[src/rtl/homogeneous_point_transform_core_macros.svh]
// Assertion macros for the homogeneous point transform core.
// Used by the top level only; empty under synthesis.
`ifndef HOMOGENEOUS_POINT_TRANSFORM_CORE_MACROS_SVH
`define HOMOGENEOUS_POINT_TRANSFORM_CORE_MACROS_SVH
`ifndef SYNTHESIS
`define HPT_ASSERT_IMPLY(name, clk, rst_n, ante, cons) \
  name: assert property (@(posedge clk) disable iff (!rst_n) (ante) |-> (cons)) \
    else $error("hpt assertion failed");
`define HPT_ASSERT_NEXT(name, clk, rst_n, ante, cons) \
  name: assert property (@(posedge clk) disable iff (!rst_n) (ante) |=> (cons)) \
    else $error("hpt assertion failed");
`else
`define HPT_ASSERT_IMPLY(name, clk, rst_n, ante, cons)
`define HPT_ASSERT_NEXT(name, clk, rst_n, ante, cons)
`endif
`endif

[src/rtl/hpt_pkg.sv]
// Shared types and constants of the homogeneous point transform core.
// No dependencies.
`timescale 1ns / 1ps
package hpt_pkg;

  localparam int DATA_W      = 32;
  localparam int LANES       = 4;
  localparam int ROW_W       = 2;
  localparam int IN_TDATA_W  = 136;
  localparam int OUT_TDATA_W = 128;
  localparam int QUEUE_DEPTH = 2;

  typedef enum logic {
    KIND_LOAD  = 1'b0,
    KIND_XFORM = 1'b1
  } kind_t;

  typedef struct packed {
    kind_t                         kind;
    logic [ROW_W-1:0]              row;
    logic [LANES-1:0][DATA_W-1:0]  vals;
    logic                          last_flag;
  } entry_t;

  typedef enum logic [2:0] {
    BK_IDLE,
    BK_MAC,
    BK_DRAIN,
    BK_DIV_SETUP,
    BK_DIV,
    BK_DIV_DONE,
    BK_OUT
  } back_state_t;

endpackage

[src/rtl/hpt_queue.sv]
// Short FIFO between the input stage and the execution unit.
// Depends on hpt_pkg.
`timescale 1ns / 1ps
module hpt_queue (
  input  logic            clk,
  input  logic            rst_n,
  input  logic            push,
  input  hpt_pkg::entry_t push_entry,
  output logic            push_ready,
  input  logic            pop,
  output logic            pop_valid,
  output hpt_pkg::entry_t pop_entry
);

  localparam int PW = (hpt_pkg::QUEUE_DEPTH > 1) ? $clog2(hpt_pkg::QUEUE_DEPTH) : 1;
  localparam int CW = $clog2(hpt_pkg::QUEUE_DEPTH + 1);

  hpt_pkg::entry_t mem_r [hpt_pkg::QUEUE_DEPTH];
  logic [PW-1:0]   wr_r, wr_nxt, rd_r, rd_nxt;
  logic [CW-1:0]   cnt_r, cnt_nxt;
  logic            do_push, do_pop;

  assign push_ready = (cnt_r != CW'(hpt_pkg::QUEUE_DEPTH));
  assign pop_valid  = (cnt_r != '0);
  assign pop_entry  = mem_r[rd_r];
  assign do_push    = push && push_ready;
  assign do_pop     = pop && pop_valid;

  always_comb begin
    wr_nxt  = wr_r;
    rd_nxt  = rd_r;
    cnt_nxt = cnt_r;
    if (do_push) begin
      wr_nxt = (wr_r == PW'(hpt_pkg::QUEUE_DEPTH - 1)) ? '0 : wr_r + 1'b1;
    end
    if (do_pop) begin
      rd_nxt = (rd_r == PW'(hpt_pkg::QUEUE_DEPTH - 1)) ? '0 : rd_r + 1'b1;
    end
    case ({do_push, do_pop})
      2'b10:   cnt_nxt = cnt_r + 1'b1;
      2'b01:   cnt_nxt = cnt_r - 1'b1;
      default: cnt_nxt = cnt_r;
    endcase
  end

  always_ff @(posedge clk) begin
    if (!rst_n) begin
      wr_r  <= '0;
      rd_r  <= '0;
      cnt_r <= '0;
    end else begin
      wr_r  <= wr_nxt;
      rd_r  <= rd_nxt;
      cnt_r <= cnt_nxt;
    end
    if (do_push) begin
      mem_r[wr_r] <= push_entry;
    end
  end

endmodule

[config.mk]
export PLATFORM = sky130hd
export DESIGN_NAME = hpt_queue
export DESIGN_NICKNAME = d
export VERILOG_FILES = /design/src/rtl/homogeneous_point_transform_core_macros.svh /design/src/rtl/hpt_pkg.sv /design/src/rtl/hpt_queue.sv
export SDC_FILE = /design/constraint.sdc
export NUM_CORES = 1
export LEC_CHECK = 0
export ABC_AREA = 1
export BUFFER_PORTS_ARGS = -buffer_cell sky130_fd_sc_hd__buf_2
export CAP_MARGIN = 5
export CORE_ASPECT_RATIO = 0.9
export CORE_MARGIN = 8
export CORE_UTILIZATION = 55
export DETAILED_ROUTE_END_ITERATION = 8
export PLACE_DENSITY_LB_ADDON = 0.15
export SYNTH_ARGS = -nofsm -noshare
export SYNTH_HDL_FRONTEND = slang
export SYNTH_SLANG_ARGS = --single-unit
[constraint.sdc]
create_clock -name clk -period 18.3 [get_ports clk]
set_input_delay 3.66 -clock clk [delete_from_list [all_inputs] [get_ports clk]]
set_output_delay 3.66 -clock clk [all_outputs]
set_load 0.01 [all_outputs]
After elaboration in Yosys (flattened, before gate mapping)
Memory sizes are Yosys's and may differ from the RTL's. A register that Yosys moved wholly into a read port is not among the register bits.
Cells that the tools add are included.
Storage, ports and cells
  input port bits: 136
  word-level logic and storage cells: 22
  output and inout port bits: 134
  memories kept: 1
  bits in registers: 4
  RAM bits: 264
  bits in latches: 0
  bits in read-only memories: 0
Memories
  mem_r: words 2, bits a word 132, rd ports 1, clocked after Yosys merged registers in 1, write ports 1, RTL line hpt_queue.sv:18  | hpt_pkg::entry_t mem_r [hpt_pkg::QUEUE_DEPTH];
Operators by class
  bitwise operators: 0
  add/sub/neg operators: 4
  multiplexer cells: 7
  reductions and logical operators: 4
  divide/modulo/power cells: 0
  shift-type cells: 0
  order comparisons: 0
  multiply operators: 0
  equal/unequal tests: 3
Operator list (number)
  1-bit two-way mux: 6
  2-bit case mux with 2 select lines: 1
  2-bit nonzero test: 2
  1-bit adder (second input constant): 2
  2-bit by 1-bit adder with 2-bit output (second input constant): 1
  2-bit by 1-bit == test with 1-bit output (second input constant): 1
  2-bit == test (second input constant): 1
  1-bit logical AND: 2
  2-bit != test (second input constant): 1
  2-bit by 1-bit subtractor with 2-bit output (second input constant): 1

Longest topological paths before layout
Gate-level depths: netlist (run 1).
  depth in word-level cells: 4
  gate-level depth with buffers: 9
  depth with buffers taken out: 9

Worst setup path before layout (run 1)
Ideal clock, no wire load.
  path type: input to register
  start point: in push
  end point: mem mem_r[1][0] in the netlist's numbering (enable)
  path slack: 8.399 ns
  required time: 17.674 ns
  cell stages on the path: 2
  arrival: 9.275 ns
  library setup time: 0.626 ns
  cells stage by stage: nand2_1 > nor2_1
On the way
  cells in the longest elaborated chain, start to end: 3
RTL lines
  start, declared: RTL line hpt_queue.sv:7  | input logic push,
  1-bit logical AND: RTL line hpt_queue.sv:26  | assign do_push = push && push_ready;
  1-bit two-way mux: RTL line hpt_queue.sv:56  | if (do_push) begin
  1-bit two-way mux (not written as such): RTL line hpt_queue.sv:57  | mem_r[wr_r] <= push_entry;
  end, declared: RTL line hpt_queue.sv:18
No other way between the ends.

==> run summary, run 1 <==
Outcome = completed
WS Path Type = flip-flop to primary output
DR WL met2 = 9860 um
Die width = 159 um
Worst r2r src = cnt_r[0]$_SDFFE_PN0P_
Die Ht = 145 um
Worst path arrival time = 3.32 ns
Pre-CTS WS = 11.80 ns
Commonest non-fill, non-tap cell in the layout = buf_2
I/O pins = 270
Total Routed Length = 19800 um
Worst reg2reg setup slack = 16.23 ns
Top sig layer = met5
First-pass GRT wire length = 30000 um
Cells resized by post-CTS repair = 0
Pin count of the biggest net entering global routing = 73
TritonCTS clock tree = yes
Most frequent cells in the layout = buf_2, edfxtp_1, mux2_4
RSZ-0062 raised after global routing = no
Final worst-path cycle share = 0.382
Share of the synthesized area in the top cell type = 0.786
Crit. End Element = primary output
Seq cells post-synth = 269
Post-synthesis net count = 584
Nets = 873
Residual DRC = 0
Reg-to-reg endpoint = mem_r[1][48]$_DFFE_PP_
Final setup viols = 0
Mapped Cells = 447
Seq pwr share = 0.477
Initial Utilization = 0.555
Final min period = 6.98 ns
Met3 WL = 1610 um
Comb power frac = 0.192
GR Overflow Total = 0
Overall Global Routing Usage = 0.168
Clock Pin Slew Worst Setup and Hold Paths = 0.06 ns
Leading post-synthesis cells by cell area = edfxtp_1, mux2_4, mux2_2
Leading area contributor after synthesis = edfxtp_1
Hold Vio Cnt, Final = 0
# Post-CTS Setup Buffers = 0
Cell area after synthesis = 10100 um2
Placed cells = 952
Max_slew headroom = 0.335
# clock sinks = 269
Avg Cell Area, Syn = 22.6 um2
Psw = 0.393 mW
Area growth from synthesis to layout = 24.4%
LEAKAGE = 4.87 nW
Peak VDD IR = 0.0000952 V
H-tree Lvls = 1
Number of global-route vias before repair = 5525
Share of cells above drive strength 1 = 0.599
Die ar. = 22900 um2
Reg2reg path depth = 5
Initial DRC count = 408
Vias/cell = 5.08
Distinct cell type count after synthesis = 16
Clock buffer depth = 3
Clock skew = 0.0123 ns
Final number of max-transition violations = 0
# port buffers = 269
Data required, critical path = 14.64 ns
P_int = 1.23 mW
Final ANT Viol Nets = 0
Max cap viols = 0
F_max = 143 MHz
Crit Path Max Fanout = 55
Worst-margin pin slew = 0.998 ns
M1 WL = 7800 um
Clock group share of total power = 0.330
Yosys warns = 0
Sequential fraction of the synthesis area = 0.796
Hold path cells = 2
TritonRoute pass-1 iters = 6
Clk Latency, worst-skew pair = 0.51 ns
Net Sw Frac = 0.242
Cell Count, Final, Fillers Out = 1002
CORE AREA = 18200 um2
Worst Setup Slack, final = 11.32 ns
Startpoint Class = flip-flop
Hold path startpoint = rd_r$_SDFFE_PN0P_
CTS root buf = clkbuf_16
HP Class = flip-flop to flip-flop
CTS Buf Count = 27
Via Count = 5087
Post-DP HPWL = 13800 um
Wire length per cell = 19.7 um
Hold_buf cts = 0
GPL Wtd Cong = 0.781
Cell Rows = 47
Initial antenna violation count = 7
Pwr dens = 130 nW/um2
Final TNS setup = 0 ns
## state kept, by name, summed over array words and instances, names as in the netlist, named ones only
name   cells
cnt_r      2
mem_r    264
rd_r       1
wr_r       1
## worst max path at each step
stage / slack [ns] / start / to
after floorplan: 8.40 / push / mem_r[1][0]$_DFFE_PP_
after global placement: 11.84 / flip-flop / pop_entry[32]
after detailed placement: 11.80 / flip-flop / pop_entry[27]
after CTS: 11.24 / flip-flop / pop_entry[27]
after global routing: 11.14 / flip-flop / pop_entry[27]
final: 11.32 / flip-flop / pop_entry[27]
## worst max-delay path, stage by stage (launching register included)
cell and delay [ns]:
dfxtp_4 0.55, buf_4 0.76, buf_4 0.87, mux2_2 0.42, buf_2 0.14
## cell usage after synthesis
| cell | count |
|---|---|
| a21oi_1 | 1 |
| buf_6 | 9 |
| nand2_1 | 10 |
| dfxtp_1 | 5 |
| edfxtp_1 | 264 |
| mux2_4 | 80 |
| buf_2 | 5 |
| buf_8 | 1 |
| nand3_1 | 1 |
| o21ai_0 | 1 |
| o21a_1 | 1 |
| ha_1 | 1 |
| nand4_1 | 1 |
| mux2_2 | 52 |
| nor2_1 | 10 |
| inv_1 | 5 |
## power by group through the flow
stage               clock [mW]  sequential [mW]  combinational, mW
global route             0.572            0.783              0.336
finish                   0.537            0.776              0.313
floorplan                    0            0.793              0.211
detailed placement           0            0.790              0.318
CTS                      0.551            0.778              0.320
global placement             0            0.785              0.313
## layout make-up
| cell class | count | area [um2] |
|---|---|---|
| tap | 245 | 307 |
| antenna | 2 | 5.00 |
| sequential | 269 | 8030 |
| fill | 1224 | 5620 |
| clock inverter | 19 | 200 |
| multi-input combinational | 158 | 1920 |
| inverter | 5 | 18.8 |
| clock buffer | 29 | 683 |
| timing repair buffer | 275 | 1390 |
## kinds of logic (layout without fill, tap and decap cells)
group           Yosys count  in the layout  share of synthesized area
fa+ha+maj                 1              1                    0.00124
simple gates             22             22                    0.00856
flops                   269            269                      0.796
compound gates            3              3                    0.00174
buf+inv                  20            328                     0.0159
other cells               0              2                          0
mux                     132            132                      0.177
## per-stage QoR
step                 util  area (um2)  power, mW  hold slack [ns]
floorplan               -       10100       1.00            0.451
global placement    0.642       11700       1.10            0.461
detailed placement  0.642       11700       1.11            0.470
CTS                 0.691       12500       1.65            0.486
global route        0.691       12600       1.69            0.531
finish              0.691       12600       1.63            0.483
## routing by layer
metal	track usage	up-vias
li1	-	2342
met1	0.193	2493
met2	0.291	200
met3	0.0615	42
met4	0.0531	10
met5	0	-
Note: power is estimated with default switching activity, not from simulation.
==> inputs of run 2 (changes only) <==
--- a/config.mk
+++ b/config.mk
@@ -10,7 +10,7 @@
 export CAP_MARGIN = 5
 export CORE_ASPECT_RATIO = 0.9
 export CORE_MARGIN = 8
-export CORE_UTILIZATION = 55
+export CORE_UTILIZATION = 47
 export DETAILED_ROUTE_END_ITERATION = 8
 export PLACE_DENSITY_LB_ADDON = 0.15
 export SYNTH_ARGS = -nofsm -noshare
==> constraint.sdc (replaced) <==
create_clock -name clk -period 6.15 [get_ports clk]
set_input_delay 1.23 -clock clk [delete_from_list [all_inputs] [get_ports clk]]
set_output_delay 1.23 -clock clk [all_outputs]
set_load 0.01 [all_outputs]
==> run 2 against run 1 <==
Compared with the run above:
- power rose to 3.0 times the previous value
- combinational power grew to 3.0 times the previous value
- non-clock buffer count decreased by 3
- critical path depth decreased by 1
- largest cell class unchanged
- highest routed layer unchanged
==> run summary, run 2 (same netlist as run 1, synthesis figures left out) <==
Worst path arrival time = 2.50 ns
Worst r2r src = cnt_r[0]$_SDFFE_PN0P_
Final setup viols = 0
F_max = 268 MHz
Most frequent cells in the layout = buf_2, edfxtp_1, mux2_4
Max reg flops = 264
Largest stage delay, worst path = 0.69 ns
Outcome = completed
Hold Vio Cnt, Final = 0
Worst path top cell family by delay = flip-flops
Clock buffer depth = 3
Startpoint Class = flip-flop
Worst-case hold path end point = rd_r$_SDFFE_PN0P_
GPL Wtd Cong = 0.764
Clock Pin Slew Worst Setup and Hold Paths = 0.06 ns
Vias/cell = 4.82
Sequential Area = 8030 um2
Final number of max-transition violations = 0
Worst reg2reg setup slack = 3.70 ns
Clock skew = 0.0114 ns
Reg2reg path depth = 5
Final ANT Viol Nets = 0
WS Path Type = flip-flop to primary output
Area growth from synthesis to layout = 25.7%
Die ar. = 26400 um2
Post-Route Utilization = 0.593
Crit. End Element = primary output
Cell Rows = 51
Initial DRC count = 268
Pre-CTS WS = 2.95 ns
Hold path cells = 2
Via Count = 5052
# clock sinks = 269
Worst Setup Slack, final = 2.42 ns
LEAKAGE = 4.90 nW
Initial antenna violation count = 4
TritonCTS clock tree = yes
Most flops, register = mem_r
Placed Area = 11700 um2
Peak VDD IR = 0.000194 V
CP max-delay cell = dfxtp_4
I/O pins = 270
Nets = 871
# port buffers = 269
Number of global-route vias before repair = 5571
Reg-to-reg endpoint = mem_r[1][103]$_DFFE_PP_
Cells resized by post-CTS repair = 0
Worst-margin pin slew = 0.803 ns
Area of the multi-input gates = 1920 um2
Critical path cell sequence = buf_12 > mux2_2 > buf_2
GR Overflow Total = 0
# Post-CTS Setup Buffers = 0
Overall Global Routing Usage = 0.151
CORE AREA = 21400 um2
HP Class = flip-flop to flip-flop
Data required, critical path = 4.92 ns
Final worst-path cycle share = 0.606
Final TNS setup = 0 ns
Max_slew headroom = 0.463
Hold path startpoint = rd_r$_SDFFE_PN0P_
Die Ht = 155 um
Max cap viols = 0
Number of fill cells = 1636
Hold_buf cts = 0
Clk Latency, worst-skew pair = 0.52 ns
Commonest non-fill, non-tap cell in the layout = buf_2
Residual DRC = 0
Die width = 170 um
H-tree Lvls = 1
Initial Utilization = 0.472
Pin count of the biggest net entering global routing = 111
Cell area after layout = 12700 um2
CTS root buf = clkbuf_16
Final min period = 3.73 ns
CTS Buf Count = 28
Post-DP HPWL = 14100 um
Biggest registers after layout = mem_r (264), cnt_r (2)
Total Routed Length = 20800 um
Crit Path Max Fanout = 97
RSZ-0062 raised after global routing = no
Pwr dens = 389 nW/um2
Wire length per cell = 19.9 um
TritonRoute pass-1 iters = 5
Share of cells above drive strength 1 = 0.599
First-pass GRT wire length = 30800 um
Buf/Inv on CP = 2
==> run 2: cell count changes in the layout (fill, tap and decap cells not counted) <==
cell / before / now
buf_4: 6 / 0
buf_12: 0 / 3
clkbuf_16: 27 / 29
clkinv_2: 7 / 9
clkinvlp_4: 4 / 2
clkinv_4: 0 / 1
==> run 2: cell type report <==
cell class | instances | area share
sequential | 269 | 0.633
multi-input combinational | 158 | 0.151
timing repair buffer | 272 | 0.111
clock buffer | 31 | 0.0578
tap | 291 | 0.0287
clock inverter | 20 | 0.0161
inverter | 5 | 0.00148
antenna | 2 | 0.000395
==> run 2: worst max path at each step <==
stage          cells past startpoint  slack (ns)                       to       from
5_1_grt                            3        2.29            pop_entry[31]  flip-flop
3_5_place_dp                       4        2.95  mem_r[1][100]$_DFFE_PP_       push
2_1_floorplan                      2        0.91    mem_r[1][0]$_DFFE_PP_       push
6_report                           3        2.42            pop_entry[31]  flip-flop
4_1_cts                            3        2.40            pop_entry[31]  flip-flop
3_3_place_gp                       4        3.01  mem_r[1][100]$_DFFE_PP_       push
==> run 2: power by group <==
part           total, mW  leakage [nW]  switching, mW  internal [mW]
combinational      0.928          1.93          0.475          0.453
sequential          2.32          2.51         0.0717           2.25
clock               1.68         0.462          0.655           1.02
total               4.93          4.90           1.20           3.73
==> run 2: per-layer routing <==
layer	vias to the layer above	global-route usage	part of all wire
met2	208	0.252	0.49
met5	-	0	0.0022
met1	2446	0.182	0.40
li1	2350	-	-
met4	8	0.0388	0.020
met3	40	0.0557	0.094
==> run 2: metrics by stage <==
step | power, mW | hold WS [ns] | instances
CTS | 5.00 | 0.502 | 1046
floorplan | 2.97 | 0.451 | 447
global placement | 3.28 | 0.479 | 995
finish | 4.93 | 0.504 | 1048
global route | 5.13 | 0.568 | 1046
detailed placement | 3.31 | 0.487 | 995
==> run 2: worst reg2reg max path: stages, from the launching register on <==
cell,delay (ns)
dfxtp_1,0.39
inv_1,0.11
nand2_1,0.09
nand2_1,0.17
nor2_4,0.66
buf_12,0.55
