### src/rtl/homogeneous_point_transform_core_macros.svh
// Assertion macros for the homogeneous point transform core.
// Used by the top level only; empty under synthesis.
`ifndef HOMOGENEOUS_POINT_TRANSFORM_CORE_MACROS_SVH
`define HOMOGENEOUS_POINT_TRANSFORM_CORE_MACROS_SVH
`ifndef SYNTHESIS
`define HPT_ASSERT_IMPLY(name, clk, rst_n, ante, cons) \
  name: assert property (@(posedge clk) disable iff (!rst_n) (ante) |-> (cons)) \
    else $error("hpt assertion failed");
`define HPT_ASSERT_NEXT(name, clk, rst_n, ante, cons) \
  name: assert property (@(posedge clk) disable iff (!rst_n) (ante) |=> (cons)) \
    else $error("hpt assertion failed");
`else
`define HPT_ASSERT_IMPLY(name, clk, rst_n, ante, cons)
`define HPT_ASSERT_NEXT(name, clk, rst_n, ante, cons)
`endif
`endif

### src/rtl/hpt_pkg.sv
// Shared types and constants of the homogeneous point transform core.
// No dependencies.
`timescale 1ns / 1ps
package hpt_pkg;

  localparam int DATA_W      = 32;
  localparam int LANES       = 4;
  localparam int ROW_W       = 2;
  localparam int IN_TDATA_W  = 136;
  localparam int OUT_TDATA_W = 128;
  localparam int QUEUE_DEPTH = 2;

  typedef enum logic {
    KIND_LOAD  = 1'b0,
    KIND_XFORM = 1'b1
  } kind_t;

  typedef struct packed {
    kind_t                         kind;
    logic [ROW_W-1:0]              row;
    logic [LANES-1:0][DATA_W-1:0]  vals;
    logic                          last_flag;
  } entry_t;

  typedef enum logic [2:0] {
    BK_IDLE,
    BK_MAC,
    BK_DRAIN,
    BK_DIV_SETUP,
    BK_DIV,
    BK_DIV_DONE,
    BK_OUT
  } back_state_t;

endpackage

### src/rtl/hpt_front.sv
// Input stage: takes stream transfers, decodes them into queue entries.
// Depends on hpt_pkg.
`timescale 1ns / 1ps
module hpt_front (
  input  logic                               clk,
  input  logic                               rst_n,
  input  logic                               in_tvalid,
  output logic                               in_tready,
  input  logic [hpt_pkg::IN_TDATA_W-1:0]     in_tdata,
  input  logic                               in_tuser,
  input  logic                               in_tlast,
  output logic                               push,
  output hpt_pkg::entry_t                    push_entry,
  input  logic                               push_ready
);

  logic            valid_r, valid_nxt;
  hpt_pkg::entry_t ent_r, ent_nxt;
  logic            accept;

  assign in_tready  = !valid_r || push_ready;
  assign accept     = in_tvalid && in_tready;
  assign push       = valid_r && push_ready;
  assign push_entry = ent_r;

  always_comb begin
    valid_nxt = valid_r;
    ent_nxt   = ent_r;
    if (push) begin
      valid_nxt = 1'b0;
    end
    if (accept) begin
      valid_nxt         = 1'b1;
      ent_nxt.kind      = hpt_pkg::kind_t'(in_tuser);
      ent_nxt.row       = in_tdata[hpt_pkg::ROW_W-1:0];
      ent_nxt.vals      = in_tdata[hpt_pkg::ROW_W +: hpt_pkg::LANES*hpt_pkg::DATA_W];
      // final marker only means something on a point
      ent_nxt.last_flag = in_tlast && (in_tuser == 1'(hpt_pkg::KIND_XFORM));
    end
  end

  always_ff @(posedge clk) begin
    if (!rst_n) begin
      valid_r <= 1'b0;
    end else begin
      valid_r <= valid_nxt;
    end
    ent_r <= ent_nxt;
  end

endmodule

### config.mk
export PLATFORM = sky130hd
export DESIGN_NAME = hpt_front
export DESIGN_NICKNAME = d
export VERILOG_FILES = /design/src/rtl/homogeneous_point_transform_core_macros.svh /design/src/rtl/hpt_pkg.sv /design/src/rtl/hpt_front.sv
export SDC_FILE = /design/constraint.sdc
export NUM_CORES = 1
export LEC_CHECK = 0
export ABC_AREA = 1
export BUFFER_PORTS_ARGS = -buffer_cell sky130_fd_sc_hd__buf_2
export CORE_ASPECT_RATIO = 2
export CORE_MARGIN = 2
export CORE_UTILIZATION = 35
export CTS_CLUSTER_DIAMETER = 120
export DETAILED_ROUTE_END_ITERATION = 12
export GPL_TIMING_DRIVEN = 1
export PLACE_DENSITY = 0.8
export SLEW_MARGIN = 20
export SYNTH_ARGS = -nofsm -noshare
export SYNTH_HDL_FRONTEND = slang
export SYNTH_SLANG_ARGS = --single-unit
### constraint.sdc
create_clock -name clk -period 16.89 [get_ports clk]
set_input_delay 3.378 -clock clk [delete_from_list [all_inputs] [get_ports clk]]
set_output_delay 3.378 -clock clk [all_outputs]
set_load 0.03 [all_outputs]
Word level (Yosys, flattened, before mapping)
Index checks and enable logic that the tools add are counted.
{ "op_classes": {"n_mux": 2, "reduce_logical": 6} }
{ "ops": {"columns": ["cell", "n"], "rows": [
  ["$logic_and 1x1->1", 3],
  ["$mux 1", 2],
  ["$reduce_bool 2->1", 1],
  ["$logic_not 1->1", 1],
  ["$logic_or 1x1->1", 1]
]} }
{ "word_totals": {"register_bits": 133, "input_bits": 142, "elab_cells": 16, "out_inout_bits": 134} }

Logic depth before layout (Yosys ltp)
Gate-level depths: netlist (run 1).
{ "logic_depth": {"ltp_word": 4, "depth_mapped": 3, "depth_no_buf": 3} }

Worst setup path before layout (run 1)
OpenSTA, ideal clock, no wires.
{ "synth_path": {"path_type": "input to register", "startpoint": "input port in_tvalid", "endpoint": "register ent_r (netlist bit push_entry[0]) (enable)", "required_ns": 16.224, "t_arrival_ns": 9.793, "setup_time_ns": 0.666, "path_slack_ns": 6.431, "cell_stages": 2, "path_buffers": 0, "path_cell_list": "inv_1 a21oi_1"} }
{ "synth_between": {"elab_chain_cells": 1} }
{ "synth_rtl": {"columns": ["element", "line_no", "text"], "rows": [
  ["start, declared", "hpt_front.sv:7", "input logic in_tvalid,"],
  ["$logic_and 1x1->1", "hpt_front.sv:22", "assign accept = in_tvalid && in_tready;"],
  ["via accept", "hpt_front.sv:19", "logic accept;"],
  ["end signal, assigned", "hpt_front.sv:48", "ent_r <= ent_nxt;"],
  ["end, declared", "hpt_front.sv:18", "hpt_pkg::entry_t ent_r, ent_nxt;"]
]} }
The timed path passes the listed nets, and every way through them passes these cells.
A chain may end at the register's enable or synchronous reset.

Worst setup path in the final report (run 1)
{ "layout_path": {"startpoint": "input port push_ready", "endpoint": "output port in_tready"} }
{ "layout_between": {"elab_chain_cells": 1} }
{ "layout_rtl": {"columns": ["element", "line_no", "text"], "rows": [
  ["start, declared", "hpt_front.sv:14", "input logic push_ready"],
  ["$logic_or 1x1->1", "hpt_front.sv:21", "assign in_tready = !valid_r || push_ready;"],
  ["end, declared", "hpt_front.sv:8", "output logic in_tready,"]
]} }
Every way passes these cells.

==> metrics.md, run 1 <==
| Metric | Value |
|---|---|
| Peak supply drop | `roughly 70 uV` |
| CP Max Fanout | `2` |
| Worst path most repeated cell | `buf_2` |
| Synthesized area | `4030 um2` |
| Worst Path Required | `about 14 ns` |
| Cell Area, Placed | `~5600 um2` |
| Largest family of logic cells by synthesized area | `buffers and inverters` |
| Layout cell share with drive strength beyond 1 | `about two thirds` |
| Post-Syn Area per Cell | `~28 um2` |
| Post-synth EDFFs | `between 100 and 150` |
| GPL Wtd Cong | `between 0.7 and 0.8` |
| # hold bufs at CTS | `0` |
| Worst hold path type | `flip-flop to flip-flop` |
| Least-Margin Pin Slew | `~0.93 ns` |
| H-tree depth | `4` |
| RSZ-0062 raised after global routing | `false` |
| #FFs+latches synth | `roughly 130` |
| Drt first pass iters | `4` |
| CORE AREA | `11290 um2` |
| DIE AREA | `approximately 12000 um2` |
| Critical Path Stages | `4` |
| CTS Buffer Depth | `2` |
| Placed Instances | `555` |
| Slew Viols, Final | `0` |
| Status | `finished clean` |
| Synth Area in Simple Gates | `0.3415%` |
| Vias | `2542` |
| Remaining Overflow, GRT | `0` |
| Nets | `roughly 570` |
| Post-Synth Adder-Cell Area | `0%` |
| Drc violations | `0` |
| DPL Wire Length | `7653 um` |
| Gr usage total | `about 16%` |
| Min cycle time layout | `just over 7 ns` |
| Setup Fix Bufs, Post-CTS | `0` |
| Via density | `between 4 and 5` |
| Setup CP Type | `input pin to output pin` |
| Async S/R FF share, synth | `0%` |
| N_diodes | `0` |
| P_leak | `2.678 nW` |
| Post-synth top area cell | `edfxtp_1` |
| Delay-heaviest family, CP | `buffers and inverters` |
| Final wirelength | `~10000 um` |
| Distinct cells, synth | `7` |
| Post-synth top cells | `edfxtp_1 (132), inv_1 (5), nand2_1 (2)` |
| Clk pin slew, worst setup/hold paths | `around 0.050 ns` |
| Peak Freq | `0.1385 GHz` |
| Critical Path End | `in_tready` |
| Synthesis warning total | `0` |
| Mux cell area share after synthesis | `0%` |
| Critical R2R Capture | `push_entry[25]` |
| Row Count | `55` |
| Cells after Synth | `between 100 and 150` |
| CP Cell Sequence | `buf_2 -> inv_1 -> nand2_2 -> buf_2` |
| First-pass GRT wire length | `14370 um` |
| Setup TNS | `0 ns` |
| Max_cap viols | `0` |
| Wire length per cell | `17.45 um` |
| Final Non-Filler Cells | `approximately 590` |
| Slowest cell on crit path | `buf_2` |
| Cts repair resizes | `0` |
| Hold_ws | `0.5309 ns` |
| Power Total | `834.6 uW` |
| Final Core Density | `a little over half` |
| Most frequent cell after synthesis | `edfxtp_1` |
| Worst R2R Start | `valid_r` |
| Antenna-violating nets left | `0` |
| Worst R2R Path Depth | `2` |
| CTS tree | `yes` |
| Clk_lat worst skew | `roughly 0.4 ns` |
| Vias in the first global route | `2655` |
| Final clock skew | `~0.0065 ns` |
| Synth Flop Type | `edfxtp_1` |
| Iteration-0 DRC count of the detailed router | `roughly 140` |
| Final hold viol count | `0` |
| Initial antenna violation count | `0` |
| Critical path buffers and inverters | `3` |
| Post-synthesis compound-gate area fraction | `less than 1%` |
| Startpoint Class | `input pin` |
| Setup ws final | `9.671 ns` |
| Crit path capture type | `output pin` |
| Buffers on Ports | `between 200 and 300` |
| Initial Utilization | `35.71%` |
| Largest net degree at the start of global routing | `roughly 110` |
| Syn nets | `about 290` |
| P per Cell Area | `around 140 nW/um2` |
| Setup violators final | `0` |
| Die Wd | `around 80 um` |
| Clock sinks | `133` |
| Io pins | `between 200 and 300` |
| Die extent in y | `155.8 um` |
| Area share of the largest cell type after synthesis | `a little over nine tenths` |
| Worst R2R Setup Slack | `~15 ns` |
| CP startpoint | `push_ready` |
| Root buffer cell | `clkbuf_16` |
| Critical path's largest stage delay | `between 0.15 and 0.2 ns` |
| CP Data Arrival Time | `approximately 3.8 ns` |
| Top cells by area, synth | `edfxtp_1 (98%), dfxtp_1 (0.50%), inv_1 (0.47%), a21oi_2 (0.22%), nand2_1 (0.19%)` |
| Pre-CTS setup slack | `between 9 and 10 ns` |
| Layout area overhead | `53.06%` |
| Seq/Total Area, Yosys | `98.85%` |
| Final period utilization | `between 40% and 50%` |
| Synth Area in XOR/XNOR | `0%` |
| Slew headroom | `between 30% and 40%` |
| TritonCTS Buffers | `17` |
| Layout Cell Area excl Fill | `6168 um2` |
## cell usage in the layout (no fill, tap or decap), types with 2 or more instances in the layout
cell | netlist | layout
clkbuf_1 | 0 | 2
inv_1 | 5 | 5
nand2_1 | 2 | 2
clkinvlp_4 | 0 | 2
clkinv_2 | 0 | 3
bufinv_16 | 0 | 3
buf_2 | 0 | 269
edfxtp_1 | 132 | 132
clkbuf_16 | 0 | 17
clkinv_4 | 0 | 4
## worst reg2reg max path, cell delays in order, from the launching register on
cell and delay (ns):
dfxtp_1 0.35, a21oi_4 0.70, buf_6 0.82
## logic make-up after synthesis
logic type             Yosys count
DFF                            133
buffers and inverters            5
and+or+nand+nor                  3
AOI/OAI and AO/OA                2
## routing by layer
| metal | track usage (%) | routed length, um | share of wire [%] | up-vias |
|---|---|---|---|---|
| met5 | 0 | 0 | 0 | - |
| met4 | 7.829 | 197 | 1.9 | 0 |
| met3 | 5.440 | 733 | 7.2 | 13 |
| met2 | 27.01 | 5466 | 53 | 154 |
| met1 | 18.54 | 3848 | 38 | 1222 |
| li1 | - | - | - | 1153 |
## state kept, by name, summed over array words and instances (netlist names)
| signal | flops |
|---|---|
| valid_r | 1 |
| push_entry | 132 |
## power breakdown
part | switching, mW | internal (mW)
Sequential | 0.00467 | 0.387
Clock | 0.130 | 0.231
Combinational | 0.0584 | 0.0235
Total | 0.193 | 0.642
## area by class of cell
| cell class | instances | area, um2 |
|---|---|---|
| fill | 951 | 5117 |
| tap | 142 | 177.7 |
| sequential | 133 | 3984 |
| multi-input combinational | 5 | 38.79 |
| clock buffer | 19 | 432.9 |
| clock inverter | 13 | 158.9 |
| inverter | 5 | 18.77 |
| timing repair buffer | 270 | 1358 |
## worst min-delay path by stage
stage / endpoint / cells after the start / slack [ns] / startpoint
after floorplan: valid_r / 2 / 0.59 / valid_r
after global placement: valid_r / 2 / 0.51 / valid_r
after detailed placement: valid_r / 2 / 0.53 / valid_r
after CTS: valid_r / 2 / 0.54 / valid_r
after global routing: valid_r / 2 / 0.57 / valid_r
final: valid_r / 2 / 0.53 / valid_r
No activity file was read; power rests on OpenSTA's default activity.
==> run 2, diff against run 1 <==
ABC_AREA = 0   (was 1)
PLACE_DENSITY = 0.83   (was 0.8)
clock period = 6.1 ns   (was 16.89 ns; I/O delays follow)
==> run 2 against run 1 <==
Hold slack lost 0.028 ns. Flip-flop and latch count is the same. Critical path depth is the same. Count of clock-buffer cells in the layout shrank 2. Non-clock buffer count is the same. Via count shrank 2.1%. First-iteration DRC count shrank 23%. Register-to-register slack lost 11 ns. Critical endpoint is now push_entry[107].
==> metrics.md, run 2 <==
| Metric | Value |
|---|---|
| Status | `finished clean` |
| CTS tree | `yes` |
| Cts repair resizes | `0` |
| Distinct cells, synth | `8` |
| Buffers on Ports | `269` |
| Final period utilization | `47.97%` |
| Clk pin slew, worst setup/hold paths | `about 0.06 ns` |
| Gr usage total | `approximately 16%` |
| Iteration-0 DRC count of the detailed router | `between 100 and 150` |
| P per Cell Area | `approximately 380 nW/um2` |
| Max FFs per register | `approximately 130` |
| Crit path capture type | `flip-flop` |
| #FFs+latches synth | `about 130` |
| Top cells by area, synth | `edfxtp_1 (98%), dfxtp_1 (0.50%), nand2b_4 (0.34%), a21boi_2 (0.28%), and2_4 (0.22%)` |
| Met3 Track Usage GR | `5.382%` |
| Clock sinks | `133` |
| Setup Fix Bufs, Post-CTS | `0` |
| CP Data Arrival Time | `just under 3 ns` |
| CORE AREA | `approximately 11000 um2` |
| Worst R2R Path Depth | `3` |
| Layout cell share with drive strength beyond 1 | `between 60% and 70%` |
| Worst Path Required | `roughly 6 ns` |
| Seq/Total Area, Yosys | `98.73%` |
| P_leak | `roughly 2.7 nW` |
| Setup violators final | `0` |
| Final hold viol count | `0` |
| Worst hold stages | `2` |
| Power Total | `approximately 2.4 mW` |
| Initial Utilization | `about 36%` |
| Setup CP Type | `input pin to flip-flop` |
| GPL Wtd Cong | `between 0.8 and 0.9` |
| Worst hold start | `valid_r` |
| CP Max Fanout | `85` |
| Post-synth EDFFs | `132` |
| CP Cell Sequence | `buf_2 -> nand2b_4 -> and2_4 -> buf_4` |
| First-pass GRT wire length | `roughly 14000 um` |
| Setup TNS | `0 ns` |
| Max_cap viols | `0` |
| DPL Wire Length | `7623 um` |
| Die extent in y | `~160 um` |
| Hold EP | `valid_r` |
| Row Count | `55` |
| Post-synth top area cell | `edfxtp_1` |
| Largest net degree at the start of global routing | `86` |
| Syn nets | `about 280` |
| Slew headroom | `around 30%` |
| Synthesized area | `approximately 4000 um2` |
| Initial antenna violation count | `1` |
| Final clock skew | `approximately 0.0099 ns` |
| Layout area overhead | `53.74%` |
| Antenna-violating nets left | `0` |
| Worst hold path type | `flip-flop to flip-flop` |
| Commonest cells after routing, fill and taps aside | `buf_2 (269), edfxtp_1 (132), clkbuf_16 (17)` |
| Area share of the largest cell type after synthesis | `approximately 100%` |
| Least-Margin Pin Slew | `between 1 and 1.5 ns` |
| Drt first pass iters | `5` |
| GR Layer Usage met2 | `roughly a quarter` |
| Vias | `approximately 2500` |
| CTS Buffer Depth | `2` |
| Slowest cell on crit path | `and2_4` |
| Cells after Synth | `about 140` |
| Post-Syn Area per Cell | `29.03 um2` |
| DIE AREA | `approximately 12000 um2` |
| Slew Viols, Final | `0` |
| Wire length per cell | `about 17 um` |
| Io pins | `276` |
| Cell Area, Placed | `approximately 5600 um2` |
| Peak Freq | `0.3417 GHz` |
| TritonCTS Buffers | `17` |
| Worst R2R Setup Slack | `3.80 ns` |
| M1 GR Usage | `roughly 18%` |
| Final wirelength | `approximately 10000 um` |
| Async S/R FF share, synth | `0%` |
| Startpoint Class | `input pin` |
| Most frequent cell after synthesis | `edfxtp_1` |
| Die Wd | `about 80 um` |
| Clk_lat worst skew | `roughly 0.40 ns` |
| Pre-CTS setup slack | `~2.7 ns` |
| Root buffer cell | `clkbuf_16` |
| Setup ws final | `3.174 ns` |
| Critical path's largest stage delay | `between 0.8 and 0.9 ns` |
| Remaining Overflow, GRT | `0` |
| Synthesis warning total | `0` |
| Grt peak-use layer | `met2` |
| Final Non-Filler Cells | `582` |
| Vias in the first global route | `roughly 2700` |
| # hold bufs at CTS | `0` |
| Nets | `570` |
| Drc violations | `0` |
| Layout Cell Area excl Fill | `roughly 6200 um2` |
| Via density | `about 4.3` |
| Min cycle time layout | `roughly 2.9 ns` |
| Synth Flop Type | `edfxtp_1` |
| Peak supply drop | `205.6 uV` |
| RSZ-0062 raised after global routing | `false` |
| H-tree depth | `4` |
| Placed Instances | `roughly 550` |
| Critical R2R Capture | `push_entry[107]` |
| Worst R2R Start | `valid_r` |
| Commonest non-fill, non-tap cell in the layout | `buf_2` |
[run 2: cells by family (layout without fill, tap and decap cells)]
group / count (synthesis) / in the layout / synth area share, %
DFF: 133 / 133 / 98.73
other: 0 / 1 / 0
buffers and inverters: 1 / 301 / 0.09293
and+or+nand+nor: 4 / 4 / 0.8994
AOI/OAI and AO/OA: 1 / 1 / 0.2790
[run 2: worst max-delay path: cells and delay by family]
kind	cells	cell delay [ns]
AND/OR/NAND/NOR	2	0.97
buffers and inverters	2	0.73
[run 2: cell type report]
| cell class | instances | area, um2 |
|---|---|---|
| fillers | 912 | 5082 |
| flip-flops and latches | 133 | 3984 |
| repair buffers | 270 | 1354 |
| clock buffers | 17 | 425.4 |
| clock inverters | 13 | 209.0 |
| well taps | 142 | 177.7 |
| multi-input cells | 5 | 47.55 |
| inverters | 1 | 3.754 |
| diodes | 1 | 2.502 |
[run 2: worst max-delay path by stage]
stage	startpoint	endpoint	cells after the start
detailed placement	push_ready	push_entry[7]	4
finish	push_ready	push_entry[107]	4
global placement	push_ready	push_entry[105]	4
CTS	push_ready	push_entry[105]	4
global route	push_ready	push_entry[107]	4
floorplan	push_ready	push_entry[0]	2
[run 2: report_power, final]
| group | internal [mW] | switching [mW] | total, mW | leakage [nW] |
|---|---|---|---|---|
| Combinational | 0.0654 | 0.160 | 0.225 | 1.09 |
| Sequential | 1.07 | 0.0135 | 1.08 | 1.29 |
| Clock | 0.720 | 0.353 | 1.07 | 0.302 |
| Total | 1.86 | 0.526 | 2.38 | 2.68 |
[run 2: stage by stage]
step	util (%)	hold WS, ns
floorplan	-	0.5528
global placement	49.32	0.4872
detailed placement	49.32	0.4960
CTS	54.94	0.5064
global route	54.97	0.5297
finish	54.97	0.5028
[run 2: layer usage]
metal  part of all wire [%]  up-vias  wire, um
met5                      0        -         0
met4                    2.8        0       280
met3                    6.8       17       680
met2                     52      149      5213
met1                     38     1184      3796
li1                       -     1139         -
